--- config.mk ---
export PLATFORM = sky130hd
export DESIGN_NAME = nes_8259_bank_mapper
export DESIGN_NICKNAME = d
export VERILOG_FILES = /design/src/design/n8259m_pkg.sv /design/src/design/n8259m_chr_calc.sv /design/src/design/n8259m_out_reg.sv /design/src/design/nes_8259_bank_mapper.sv
export SDC_FILE = /design/constraint.sdc
export NUM_CORES = 1
export LEC_CHECK = 0
export ABC_AREA = 0
export BUFFER_PORTS_ARGS = -buffer_cell sky130_fd_sc_hd__buf_4
export CAP_MARGIN = 20
export CORE_MARGIN = 5
export CORE_UTILIZATION = 45
export DETAILED_ROUTE_END_ITERATION = 8
export GPL_TIMING_DRIVEN = 0
export PLACE_DENSITY = 0.71
export SYNTH_ARGS = -nofsm -noshare
export SYNTH_HDL_FRONTEND = slang
export SYNTH_SLANG_ARGS = --single-unit
--- constraint.sdc ---
create_clock -name clk -period 8.3 [get_ports clk]
set_input_delay 0.83 -clock clk [delete_from_list [all_inputs] [get_ports clk]]
set_output_delay 0.83 -clock clk [all_outputs]
set_load 0.005 [all_outputs]
--- src/design/n8259m_pkg.sv ---
// Shared types, constants and helper functions for the 8259-style bank mapper.
// No dependencies; every other design file imports this package.
`timescale 1ns / 1ps

package n8259m_pkg;

	// Cartridge size limits. The configured maximums are capped to these before clamping.
	localparam int CHR_PAGES = 512;
	localparam int PRG_BANKS = 256;

	localparam logic [7:0] PRG_CAP   = 8'(PRG_BANKS - 1);
	localparam logic [8:0] CHR1K_CAP = 9'(CHR_PAGES - 1);
	localparam logic [7:0] CHR2K_CAP = 8'(CHR_PAGES / 2 - 1);

	// CPU address decode.
	localparam logic [15:0] WIN_LO   = 16'h4100;
	localparam logic [15:0] WIN_HI   = 16'h7FFF;
	localparam logic [15:0] SEL_MASK = 16'h0101;
	localparam logic [15:0] SEL_CMD  = 16'h0100;
	localparam logic [15:0] SEL_DATA = 16'h0101;

	// Data register slots with a dedicated meaning.
	localparam logic [2:0] SLOT_PRG    = 3'd5;
	localparam logic [2:0] SLOT_MIRROR = 3'd7;

	// Configuration register indexes.
	localparam logic [2:0] CFG_VARIANT    = 3'd0;
	localparam logic [2:0] CFG_PRG_SW_EN  = 3'd1;
	localparam logic [2:0] CFG_PRG_MAX    = 3'd2;
	localparam logic [2:0] CFG_CHR_1K_MAX = 3'd3;
	localparam logic [2:0] CFG_CHR_2K_MAX = 3'd4;
	localparam logic [2:0] CFG_CHR_IS_RAM = 3'd5;

	localparam logic [1:0] MIRROR_VERTICAL = 2'd0;

	typedef enum logic [1:0] {
		VAR_A = 2'd0,
		VAR_B = 2'd1,
		VAR_C = 2'd2,
		VAR_D = 2'd3
	} variant_t;

	typedef struct packed {
		variant_t   variant;
		logic       prg_switch_enable;
		logic [7:0] prg_bank_max;
		logic [8:0] chr_1k_max;
		logic [7:0] chr_2k_max;
		logic       chr_is_ram;
	} cfg_t;

	localparam cfg_t CFG_RESET = '{
		variant:           VAR_A,
		prg_switch_enable: 1'b1,
		prg_bank_max:      8'd0,
		chr_1k_max:        9'h1FF,
		chr_2k_max:        8'hFF,
		chr_is_ram:        1'b0
	};

	typedef logic [7:0][7:0] data_arr_t;
	typedef logic [7:0][8:0] page_arr_t;

	typedef struct packed {
		logic [7:0] prg_bank;
		logic [1:0] mirror_mode;
		page_arr_t  chr_page;
	} res_t;

	function automatic logic [7:0] lim8(input logic [7:0] v, input logic [7:0] cap);
		return (v > cap) ? cap : v;
	endfunction

	function automatic logic [8:0] lim9(input logic [8:0] v, input logic [8:0] cap);
		return (v > cap) ? cap : v;
	endfunction

	// A bank number above its maximum is masked with the maximum.
	function automatic logic [7:0] clamp8(input logic [7:0] v, input logic [7:0] max);
		return (v > max) ? (v & max) : v;
	endfunction

	function automatic logic [8:0] clamp9(input logic [8:0] v, input logic [8:0] max);
		return (v > max) ? (v & max) : v;
	endfunction

endpackage

--- src/design/n8259m_chr_calc.sv ---
// CHR page calculation from the data registers for all four board variants.
// Depends on n8259m_pkg.
`timescale 1ns / 1ps

module n8259m_chr_calc (
	input  n8259m_pkg::cfg_t      cfg,
	input  n8259m_pkg::data_arr_t regs,
	input  n8259m_pkg::page_arr_t pages_cur,
	output n8259m_pkg::page_arr_t pages_nxt
);
	import n8259m_pkg::*;

	logic [8:0]      m1;
	logic [7:0]      m2;
	logic [1:0]      sh;
	logic [2:0][1:0] orv;
	logic [2:0]      low;
	logic [7:0]      v8;
	page_arr_t       pages_2k;
	logic [3:0][4:0] pages_d;

	always_comb begin
		m1 = lim9(cfg.chr_1k_max, CHR1K_CAP);
		m2 = lim8(cfg.chr_2k_max, CHR2K_CAP);
		case (cfg.variant)
			VAR_A: begin
				sh  = 2'd1;
				orv = {2'd1, 2'd0, 2'd1};
			end
			VAR_C: begin
				sh  = 2'd2;
				orv = {2'd3, 2'd2, 2'd1};
			end
			default: begin
				sh  = 2'd0;
				orv = '0;
			end
		endcase
	end

	// 2K banking: each pair of 1K pages comes from one 2K bank number.
	always_comb begin
		low      = '0;
		v8       = '0;
		pages_2k = '0;
		for (int k = 0; k < 4; k++) begin
			if (k == 0 || regs[7][0]) begin
				low = regs[0][2:0];
			end else begin
				low = regs[k][2:0];
			end
			v8 = 8'({2'b00, regs[4][2:0], low} << sh);
			if (k > 0) begin
				v8 = v8 | {6'd0, orv[k - 1]};
			end
			v8 = clamp8(v8, m2);
			pages_2k[2 * k]     = {v8, 1'b0};
			pages_2k[2 * k + 1] = {v8, 1'b1};
		end
	end

	// 1K banking: only the lower four pages are programmable.
	always_comb begin
		pages_d[0] = {2'b00, regs[0][2:0]};
		pages_d[1] = {regs[4][0], 1'b0, regs[1][2:0]};
		pages_d[2] = {regs[4][1], 1'b0, regs[2][2:0]};
		pages_d[3] = {regs[4][2], regs[6][0], regs[3][2:0]};
	end

	always_comb begin
		if (cfg.variant == VAR_D) begin
			for (int k = 0; k < 4; k++) begin
				pages_nxt[k]     = clamp9({4'd0, pages_d[k]}, m1);
				pages_nxt[k + 4] = pages_cur[k + 4];
			end
		end else begin
			pages_nxt = pages_2k;
		end
	end

endmodule

--- src/design/n8259m_out_reg.sv ---
// Result register of the bank mapper with its valid/ready handshake.
// Depends on n8259m_pkg.
`timescale 1ns / 1ps

module n8259m_out_reg (
	input  logic               clk,
	input  logic               arst_n,
	input  logic               load,
	input  n8259m_pkg::res_t   res_in,
	input  logic               ready,
	output logic               valid,
	output n8259m_pkg::res_t   res_out,
	output logic               can_load
);
	import n8259m_pkg::*;

	logic valid_q;
	res_t res_q;

	always_ff @(posedge clk or negedge arst_n) begin
		if (!arst_n) begin
			valid_q <= 1'b0;
		end else if (load) begin
			valid_q <= 1'b1;
		end else if (ready) begin
			valid_q <= 1'b0;
		end
	end

	always_ff @(posedge clk) begin
		if (load) begin
			res_q <= res_in;
		end
	end

	// A new result may enter when the register is empty or is being drained.
	assign can_load = !valid_q || ready;
	assign valid    = valid_q;
	assign res_out  = res_q;

endmodule

--- src/design/nes_8259_bank_mapper.sv ---
// Top level of the 8259-style NES cartridge bank mapper.
// Depends on n8259m_pkg, n8259m_chr_calc and n8259m_out_reg.
//
//   Channel  Direction  Handshake                 Payload
//   cfg      in         cfg_write_en              cfg_index, cfg_data
//   in       in         in_valid / in_ready       cpu_address, write_data
//   out      out        out_valid / out_ready     prg_bank, mirror_mode, chr_page_0..7
//
// Every CPU write transfer yields one result, passed through the input register
// and then the result register. A new write is taken every cycle while the result
// is not stalled; the input register and the result register each hold one item,
// and the mapping state is updated as an item leaves the input register. Reset
// clears the registers to their power-on mapping. When out_ready is low the result
// holds, then the input register fills and in_ready drops.
`timescale 1ns / 1ps

module nes_8259_bank_mapper (
	input  logic        clk,
	input  logic        arst_n,
	input  logic        cfg_write_en,
	input  logic [2:0]  cfg_index,
	input  logic [8:0]  cfg_data,
	input  logic        in_valid,
	output logic        in_ready,
	input  logic [15:0] cpu_address,
	input  logic [7:0]  write_data,
	output logic        out_valid,
	input  logic        out_ready,
	output logic [7:0]  prg_bank,
	output logic [1:0]  mirror_mode,
	output logic [8:0]  chr_page_0,
	output logic [8:0]  chr_page_1,
	output logic [8:0]  chr_page_2,
	output logic [8:0]  chr_page_3,
	output logic [8:0]  chr_page_4,
	output logic [8:0]  chr_page_5,
	output logic [8:0]  chr_page_6,
	output logic [8:0]  chr_page_7
);
	import n8259m_pkg::*;

	cfg_t        cfg_q;
	logic        valid_s1;
	logic [15:0] addr_s1;
	logic [7:0]  wdata_s1;
	logic [7:0]  command_q;
	data_arr_t   data_q;
	logic [7:0]  prg_q;
	logic [1:0]  mirror_q;
	page_arr_t   chr_q;

	logic        advance;
	logic        out_can_load;
	logic        in_win;
	logic        is_cmd;
	logic        is_data;
	logic [2:0]  slot;
	data_arr_t   data_nxt;
	page_arr_t   chr_calc;
	logic [7:0]  prg_nxt;
	logic [1:0]  mirror_nxt;
	page_arr_t   chr_nxt;
	logic [8:0]  m1;
	res_t        res_d;
	res_t        res_o;

	// Configuration registers.
	always_ff @(posedge clk or negedge arst_n) begin
		if (!arst_n) begin
			cfg_q <= CFG_RESET;
		end else if (cfg_write_en) begin
			case (cfg_index)
				CFG_VARIANT:    cfg_q.variant           <= variant_t'(cfg_data[1:0]);
				CFG_PRG_SW_EN:  cfg_q.prg_switch_enable <= cfg_data[0];
				CFG_PRG_MAX:    cfg_q.prg_bank_max      <= cfg_data[7:0];
				CFG_CHR_1K_MAX: cfg_q.chr_1k_max        <= cfg_data;
				CFG_CHR_2K_MAX: cfg_q.chr_2k_max        <= cfg_data[7:0];
				CFG_CHR_IS_RAM: cfg_q.chr_is_ram        <= cfg_data[0];
				default: ;
			endcase
		end
	end

	// Input register.
	assign advance  = valid_s1 && out_can_load;
	assign in_ready = !valid_s1 || out_can_load;

	always_ff @(posedge clk or negedge arst_n) begin
		if (!arst_n) begin
			valid_s1 <= 1'b0;
		end else if (in_valid && in_ready) begin
			valid_s1 <= 1'b1;
		end else if (advance) begin
			valid_s1 <= 1'b0;
		end
	end

	always_ff @(posedge clk) begin
		if (in_valid && in_ready) begin
			addr_s1  <= cpu_address;
			wdata_s1 <= write_data;
		end
	end

	// Decode and next mapping state.
	always_comb begin
		in_win  = (addr_s1 >= WIN_LO) && (addr_s1 <= WIN_HI);
		is_cmd  = in_win && ((addr_s1 & SEL_MASK) == SEL_CMD);
		is_data = in_win && ((addr_s1 & SEL_MASK) == SEL_DATA);
		slot    = command_q[2:0];
		data_nxt = data_q;
		if (is_data) begin
			data_nxt[slot] = wdata_s1;
		end
	end

	n8259m_chr_calc u_chr_calc (
		.cfg       (cfg_q),
		.regs      (data_nxt),
		.pages_cur (chr_q),
		.pages_nxt (chr_calc)
	);

	always_comb begin
		prg_nxt    = prg_q;
		mirror_nxt = mirror_q;
		chr_nxt    = chr_q;
		if (is_data) begin
			if (slot == SLOT_PRG) begin
				if (cfg_q.prg_switch_enable) begin
					prg_nxt = clamp8(wdata_s1, lim8(cfg_q.prg_bank_max, PRG_CAP));
				end
			end else if (slot == SLOT_MIRROR) begin
				mirror_nxt = wdata_s1[0] ? MIRROR_VERTICAL : wdata_s1[2:1];
			end else if (!cfg_q.chr_is_ram) begin
				chr_nxt = chr_calc;
			end
		end
	end

	always_ff @(posedge clk or negedge arst_n) begin
		if (!arst_n) begin
			command_q <= '0;
			data_q    <= '0;
			prg_q     <= '0;
			mirror_q  <= MIRROR_VERTICAL;
			chr_q     <= '0;
		end else if (advance) begin
			if (is_cmd) begin
				command_q <= wdata_s1;
			end
			data_q   <= data_nxt;
			prg_q    <= prg_nxt;
			mirror_q <= mirror_nxt;
			chr_q    <= chr_nxt;
		end
	end

	// In 1K mode the upper pattern table is wired to the last 4K of CHR.
	always_comb begin
		m1                = lim9(cfg_q.chr_1k_max, CHR1K_CAP);
		res_d.prg_bank    = prg_nxt;
		res_d.mirror_mode = mirror_nxt;
		res_d.chr_page    = chr_nxt;
		if (cfg_q.variant == VAR_D && !cfg_q.chr_is_ram) begin
			for (int k = 4; k < 8; k++) begin
				res_d.chr_page[k] = {m1[8:2], 2'(k - 4)};
			end
		end
	end

	n8259m_out_reg u_out_reg (
		.clk      (clk),
		.arst_n   (arst_n),
		.load     (advance),
		.res_in   (res_d),
		.ready    (out_ready),
		.valid    (out_valid),
		.res_out  (res_o),
		.can_load (out_can_load)
	);

	assign prg_bank    = res_o.prg_bank;
	assign mirror_mode = res_o.mirror_mode;
	assign chr_page_0  = res_o.chr_page[0];
	assign chr_page_1  = res_o.chr_page[1];
	assign chr_page_2  = res_o.chr_page[2];
	assign chr_page_3  = res_o.chr_page[3];
	assign chr_page_4  = res_o.chr_page[4];
	assign chr_page_5  = res_o.chr_page[5];
	assign chr_page_6  = res_o.chr_page[6];
	assign chr_page_7  = res_o.chr_page[7];

	// An empty result register must never hold back the input side.
	a_no_false_stall: assert property (@(posedge clk) disable iff (!arst_n)
		(valid_s1 && !out_valid) |-> in_ready)
		else $error("input stalled while result register empty");

	a_result_follows: assert property (@(posedge clk) disable iff (!arst_n)
		advance |=> out_valid)
		else $error("processed write produced no result");

	a_prg_locked: assert property (@(posedge clk) disable iff (!arst_n)
		(advance && is_data && slot == SLOT_PRG && !cfg_q.prg_switch_enable)
		|=> $stable(prg_q))
		else $error("PRG bank changed while switching disabled");

	a_chr_ram_fixed: assert property (@(posedge clk) disable iff (!arst_n)
		(advance && cfg_q.chr_is_ram) |=> $stable(chr_q))
		else $error("CHR pages changed while CHR is RAM");

endmodule
==> results.toml, run 1 <==
[clock_network]
htree_levels = 1
ctsResizeCount = 0
clkLatencyLatePin_ns = 0.53
cts_sinks = 227
cts-hold-fix-buffers = 0
clk_path_buf_depth = 3
cts_buffers = 25
root_buffer = "clkbuf_16"
cts_tree = "built"
cts_setup_buffers = 0
path_clk_slew_ns = 0.06

[worst_setup_path]
r2r_slack_ns = 3.07
required_ns = 8.54
crit_type = "flip-flop to flip-flop"
worstSetupStartpointType = "flip-flop"
worstSetupPathDepth = 17
crit_slowest_cell = "nor3_1"
cp_slowest_stage_delay_ns = 0.51
end_kind = "flip-flop"
r2r-start = "addr_s1[15]$_DFFE_PP_"
rr_worst_depth = 17
cp_data_arrival_time_ns = 5.47
critPathBufInv = 4
r2r_end = "u_out_reg.res_out[65]$_DFFE_PP_"
critPathMaxFanout = 10
cp_top_family = "buffers and inverters"
crit_path_cell_trace = "nand4b_4, buf_6, nor3_1, mux2i_1, inv_1, mux2i_2, a22oi_1, and2_1, ha_1, o21a_1, o31ai_1, a21oi_1, o31a_1, clkbuf_1, clkinv_1, mux2i_1, a21oi_1"

[yosys]
yosys.area.top_type = "dfrtp_1"
ys_ff_latch = 227
ys.flop_type = "dfrtp_1"
async_reset_ff_share_pct = 58.6
syn_nets = 1290
syn_area_um2 = 12400
yosys_warnings = 0
ys_top_cells_by_area = "dfrtp_1, edfxtp_1, ha_1"
avgSynthCellArea_um2 = 10.8
synth_top_area_share_pct = 23.2
synth_common_cells = "nand2_1, dfrtp_1, nor2_1, ha_1, edfxtp_1"
synth_edf_count = 94
synth_cells = 1150
yosysMostFrequentCell = "nand2_1"
ys_seq_area_share_pct = 49.8
ys_types = 72

[floorplan]
num_rows = 60
die_h_um = 176
die_area_um2 = 30900
initial_core_util_pct = 45.8
die_x_um = 176
ioPinCount = 125
coreArea_um2 = 27000

[worst_hold_path]
hold_path.class = "input pin to async pin"

[timing]
drv_slew = 0
worst_pin_slew_ns = 1.02
period_minus_slack_ns = 5.23
finClkSkew_ns = 0.0155
final.period_utilization_pct = 63.0
hold_ws_ns = 0.264
rsz0062_at_grt = "no"
setup_violations = 0
slew_headroom_pct = 31.2
max_freq_mhz = 191
tns_ns = 0
setup_ws_ns = 3.07
finalHoldViolCount = 0

[outcome]
status = "completed"

[finish]
instances_no_fill = 1652
layout.filler_cells = 2393
layout-drive-gt1-share_pct = 19.5
regArea_um2 = 6170
syn_to_final_growth_pct = 17.7
postLayoutCellArea_um2 = 14600
num-nets-final = 1432
multi_input_area_um2 = 5720
num_antenna_cells = 0

[global_route]
grt-ovfl-total = 0
grt_start_max_net_pins = 80
grt_first_pass_wirelength_um = 49900
grt_util_all_layers_pct = 20.0
grt_pass1_vias = 9092
antenna_found_initial = 0

[route]
dr.first_iter.drc_count = 850
routed_wl_um = 31500
routed_via_density = 5.64
postRouteAntennaNets = 0
vias = 9321
dr.pass1.iters = 6
drc = 0
wl_per_cell_um = 19.1

[placed_design]
port_buffers = 112
gp_congestion = 0.920
dpl.cell_count = 1606
place_ws_ns = 3.19
dp_hpwl_um = 23700
dpl-instance-area_um2 = 13700

[power_and_ir_drop]
p_per_area_nw_per_um2 = 268
ir_worst_vdd_mv = 0.177
cellLeakagePower_nw = 6.69

[run]
maxCapViolCount = 0
## cell type report
cell class | count | share of cell area (%)
inverters | 45 | 1.16
repair buffers | 115 | 6.20
plain buffers | 63 | 2.30
clock buffers | 28 | 4.44
clock inverters | 18 | 1.42
well taps | 341 | 2.93
multi-input cells | 815 | 39.2
flip-flops and latches | 227 | 42.3
## cells by family (layout without fill, tap and decap cells)
kind of cell	count (synthesis)	after routing	share of synthesized area, %
AO/OA/AOI/OAI	294	294	15.0
adder cells (fa/ha/maj)	99	99	10.0
buffers and inverters	108	269	4.04
flip-flops	227	227	49.8
multiplexers	91	91	8.94
AND/OR/NAND/NOR	331	331	12.2
## stage by stage
step / power [mW] / util (%)
finish: 3.91 / 53.9
global route: 4.13 / 53.9
CTS: 3.92 / 53.9
detailed placement: 2.76 / 50.8
global placement: 2.73 / 50.5
floorplan: 2.35 / -
## cell usage in the layout, fill, tap and decap left out, drive strengths merged, types with 6 or more instances in the layout
master  synthesis  final
nor3           13     13
clkbuf         49     77
nand2b          8      8
o21ai          90     90
nor2b           8      8
dfstp          18     18
a21o           27     27
o22ai           7      7
mux2           43     43
dfrtp         115    115
o21a           15     15
a22oi           7      7
nand4          11     11
edfxtp         94     94
nor2          111    111
ha             99     99
buf            14    129
nand2         125    125
a211oi          6      6
a22o           18     18
a21oi          60     60
o211ai         11     11
inv            44     48
a31oi          24     24
clkinv          1      9
o31ai           8      8
mux2i          44     44
and2           15     15
nand3          15     15
## power breakdown
| part | switching (mW) | internal [mW] | total [mW] |
|---|---|---|---|
| Combinational | 0.694 | 0.494 | 1.19 |
| Sequential | 0.131 | 1.44 | 1.57 |
| Clock | 0.463 | 0.690 | 1.15 |
## registers in the layout (all words and copies together) (netlist names)
register,cells
addr_s1,4
cfg_q,29
data_q,17
wdata_s1,8
valid_s1,1
prg_q,8
u_out_reg.res_out,82
mirror_q,2
command_q,3
u_out_reg.valid,1
chr_q,72
## worst max path at each step
stage / end / slack, ns / start
floorplan: u_out_reg.res_out[0]$_DFFE_PP_ / 4.00 / out_ready
global placement: chr_q[1]$_DFFE_PN0P_ / 2.33 / out_ready
detailed placement: u_out_reg.res_out[13]$_DFFE_PP_ / 3.19 / addr_s1[15]$_DFFE_PP_
CTS: u_out_reg.res_out[13]$_DFFE_PP_ / 3.15 / addr_s1[15]$_DFFE_PP_
global route: u_out_reg.res_out[64]$_SDFFCE_PP1P_ / 2.74 / command_q[2]$_DFFE_PN0P_
finish: u_out_reg.res_out[65]$_DFFE_PP_ / 3.07 / addr_s1[15]$_DFFE_PP_
## per-layer routing
metal | vias up | part of all wire, % | track usage, %
met1 | 4551 | 47 | 29.4
met5 | - | 0 | 0
met4 | 0 | 2.2 | 4.35
li1 | 4434 | - | -
met3 | 48 | 6.2 | 3.19
met2 | 288 | 45 | 31.5
No activity file was read; power rests on OpenSTA's default activity.
==> run 2: changes to the inputs <==
==> constraint.sdc (replaced) <==
create_clock -name clk -period 5.45 [get_ports clk]
set_input_delay 0.545 -clock clk [delete_from_list [all_inputs] [get_ports clk]]
set_output_delay 0.545 -clock clk [all_outputs]
set_load 0.005 [all_outputs]
==> results.toml, run 2 (synthesis results as in run 1) <==
[worst_setup_path]
r2r-start = "command_q[2]$_DFFE_PN0P_"
r2r_slack_ns = 0.37
end_kind = "flip-flop"
worstSetupStartpointType = "flip-flop"
r2r_end = "u_out_reg.res_out[55]$_SDFFCE_PP1P_"
cp_top_family = "compound AO/OA/AOI/OAI gates"
crit_type = "flip-flop to flip-flop"
rr_worst_depth = 15
worstSetupPathDepth = 15
cp_data_arrival_time_ns = 5.31
required_ns = 5.68
critPathBufInv = 3
cp-startpoint = "command_q[2]$_DFFE_PN0P_"
crit_path_cell_trace = "buf_2, nand3_1, nor2_1, mux2i_1, buf_2, mux2_2, a221oi_1, ha_1, nand4_1, nor3_1, a21oi_1, o31a_1, clkinv_1, mux2i_1, o211ai_1"
critPathMaxFanout = 10
crit_slowest_cell = "a221oi_1"
crit_end = "u_out_reg.res_out[55]$_SDFFCE_PP1P_"
cp_slowest_stage_delay_ns = 0.55

[clock_network]
clkLatencyLatePin_ns = 0.53
cts_setup_buffers = 0
root_buffer = "clkbuf_16"
cts_sinks = 227
cts_buffers = 25
cts_tree = "built"
htree_levels = 1
clk_path_buf_depth = 3
path_clk_slew_ns = 0.07

[global_route]
grt_util_all_layers_pct = 20.0
antenna_found_initial = 0
grt_start_max_net_pins = 80
grt_pass1_vias = 9095
grt-ovfl-total = 0
grt_first_pass_wirelength_um = 49900

[outcome]
status = "completed"

[route]
dr.pass1.iters = 6
dr.first_iter.drc_count = 888
vias = 9278
routed_via_density = 5.62
drc = 0
routed_wl_um = 31500
wl_per_cell_um = 19.1
postRouteAntennaNets = 0

[finish]
post-route-util_pct = 54.0
instances_no_fill = 1652
layout.filler_cells = 2393
syn_to_final_growth_pct = 17.8
largest_reg_flops = 82
layout_common_cells = "nand2_1, dfrtp_1, buf_4, nor2_1, ha_1"
final_common_cell = "nand2_1"
layout-drive-gt1-share_pct = 19.5
postLayoutCellArea_um2 = 14600
num_antenna_cells = 0
num-nets-final = 1432

[floorplan]
initial_core_util_pct = 45.8
die_area_um2 = 30900
num_rows = 60
ioPinCount = 125
coreArea_um2 = 27000
die_x_um = 176
die_h_um = 176

[power_and_ir_drop]
seq_power_share_pct = 40.0
p_per_area_nw_per_um2 = 408
internal-power_mw = 3.99
ir_worst_vdd_mv = 0.270
clkPwrFrac_pct = 29.4
swShare_pct = 33.0
p_sw_mw = 1.96
cellLeakagePower_nw = 6.69
p_comb_share_pct = 30.5
total_power_mw = 5.95

[timing]
setup_ws_ns = 0.365
tns_ns = 0
rsz0062_at_grt = "no"
worst_pin_slew_ns = 1.04
final.period_utilization_pct = 93.3
finalHoldViolCount = 0
hold_ws_ns = 0.191
setup_violations = 0
max_freq_mhz = 197
drv_slew = 0
finClkSkew_ns = 0.0144
slew_headroom_pct = 30.3
period_minus_slack_ns = 5.08

[run]
maxCapViolCount = 0

[placed_design]
dpl.cell_count = 1606
gp_congestion = 0.920
port_buffers = 112
place_ws_ns = 0.343
dpl-instance-area_um2 = 13700
dp_hpwl_um = 23700

[worst_hold_path]
hold_path.class = "input pin to flip-flop"
-- run 2: cell count changes in the layout (fill, tap and decap cells not counted) --
cell           before  now
o31ai_2             1    0
dlygate4sd3_1       0    1
o31ai_4             0    1
clkbuf_1           46   45
-- run 2: worst register-to-register path: cells and delay by family, from the launching register on --
| family | cells | cell delay, ns |
|---|---|---|
| AOI/OAI and AO/OA | 4 | 1.32 |
| muxes | 3 | 1.23 |
| buffers and inverters | 3 | 1.01 |
| and+or+nand+nor | 4 | 0.50 |
| DFF | 1 | 0.36 |
| adders and majority gates | 1 | 0.36 |
-- run 2: worst min path at each step --
stage                          start                    end  cells after the start
6_report             cpu_address[14]  addr_s1[14]$_DFFE_PP_                      1
2_1_floorplan                 arst_n   cfg_q[0]$_DFFE_PN0P_                      0
3_3_place_gp   chr_q[45]$_DFFE_PN0P_  chr_q[45]$_DFFE_PN0P_                      1
5_1_grt                write_data[5]  wdata_s1[5]$_DFFE_PP_                      1
4_1_cts                write_data[2]  wdata_s1[2]$_DFFE_PP_                      1
3_5_place_dp   chr_q[63]$_DFFE_PN0P_  chr_q[63]$_DFFE_PN0P_                      1
-- run 2: metal layers --
metal  vias to the layer above  GRT usage, %  share of wire (%)
met5                         -             0                  0
met3                        51          3.19                5.9
met1                      4510          29.4                 47
met2                       283          31.5                 45
li1                       4434             -                  -
met4                         0          4.35                2.4
-- run 2: area by class of cell --
| type | count | area (µm²) | share of cell area (%) |
|---|---|---|---|
| Sequential cell | 227 | 6170 | 42.3 |
| Multi-Input combinational cell | 815 | 5720 | 39.2 |
| Timing Repair Buffer | 116 | 915 | 6.27 |
| Clock buffer | 28 | 647 | 4.43 |
| Tap cell | 341 | 427 | 2.92 |
| Buffer | 62 | 332 | 2.27 |
| Clock inverter | 18 | 208 | 1.42 |
| Inverter | 45 | 169 | 1.16 |
-- run 2: power groups by stage --
stage	combinational, mW	clock (mW)	sequential, mW
after CTS	1.81	1.78	2.38
after floorplan	1.21	0	2.37
after detailed placement	1.79	0	2.41
final	1.82	1.75	2.38
after global routing	2.02	1.86	2.43
after global placement	1.75	0	2.41
-- run 2: timing repair --
item / CTS / global route
hold buffers: 1 / 0
setup endpoints to repair: 0 / 7
endpoints found under the hold margin: 9 / 0
gates resized for setup: 0 / 1
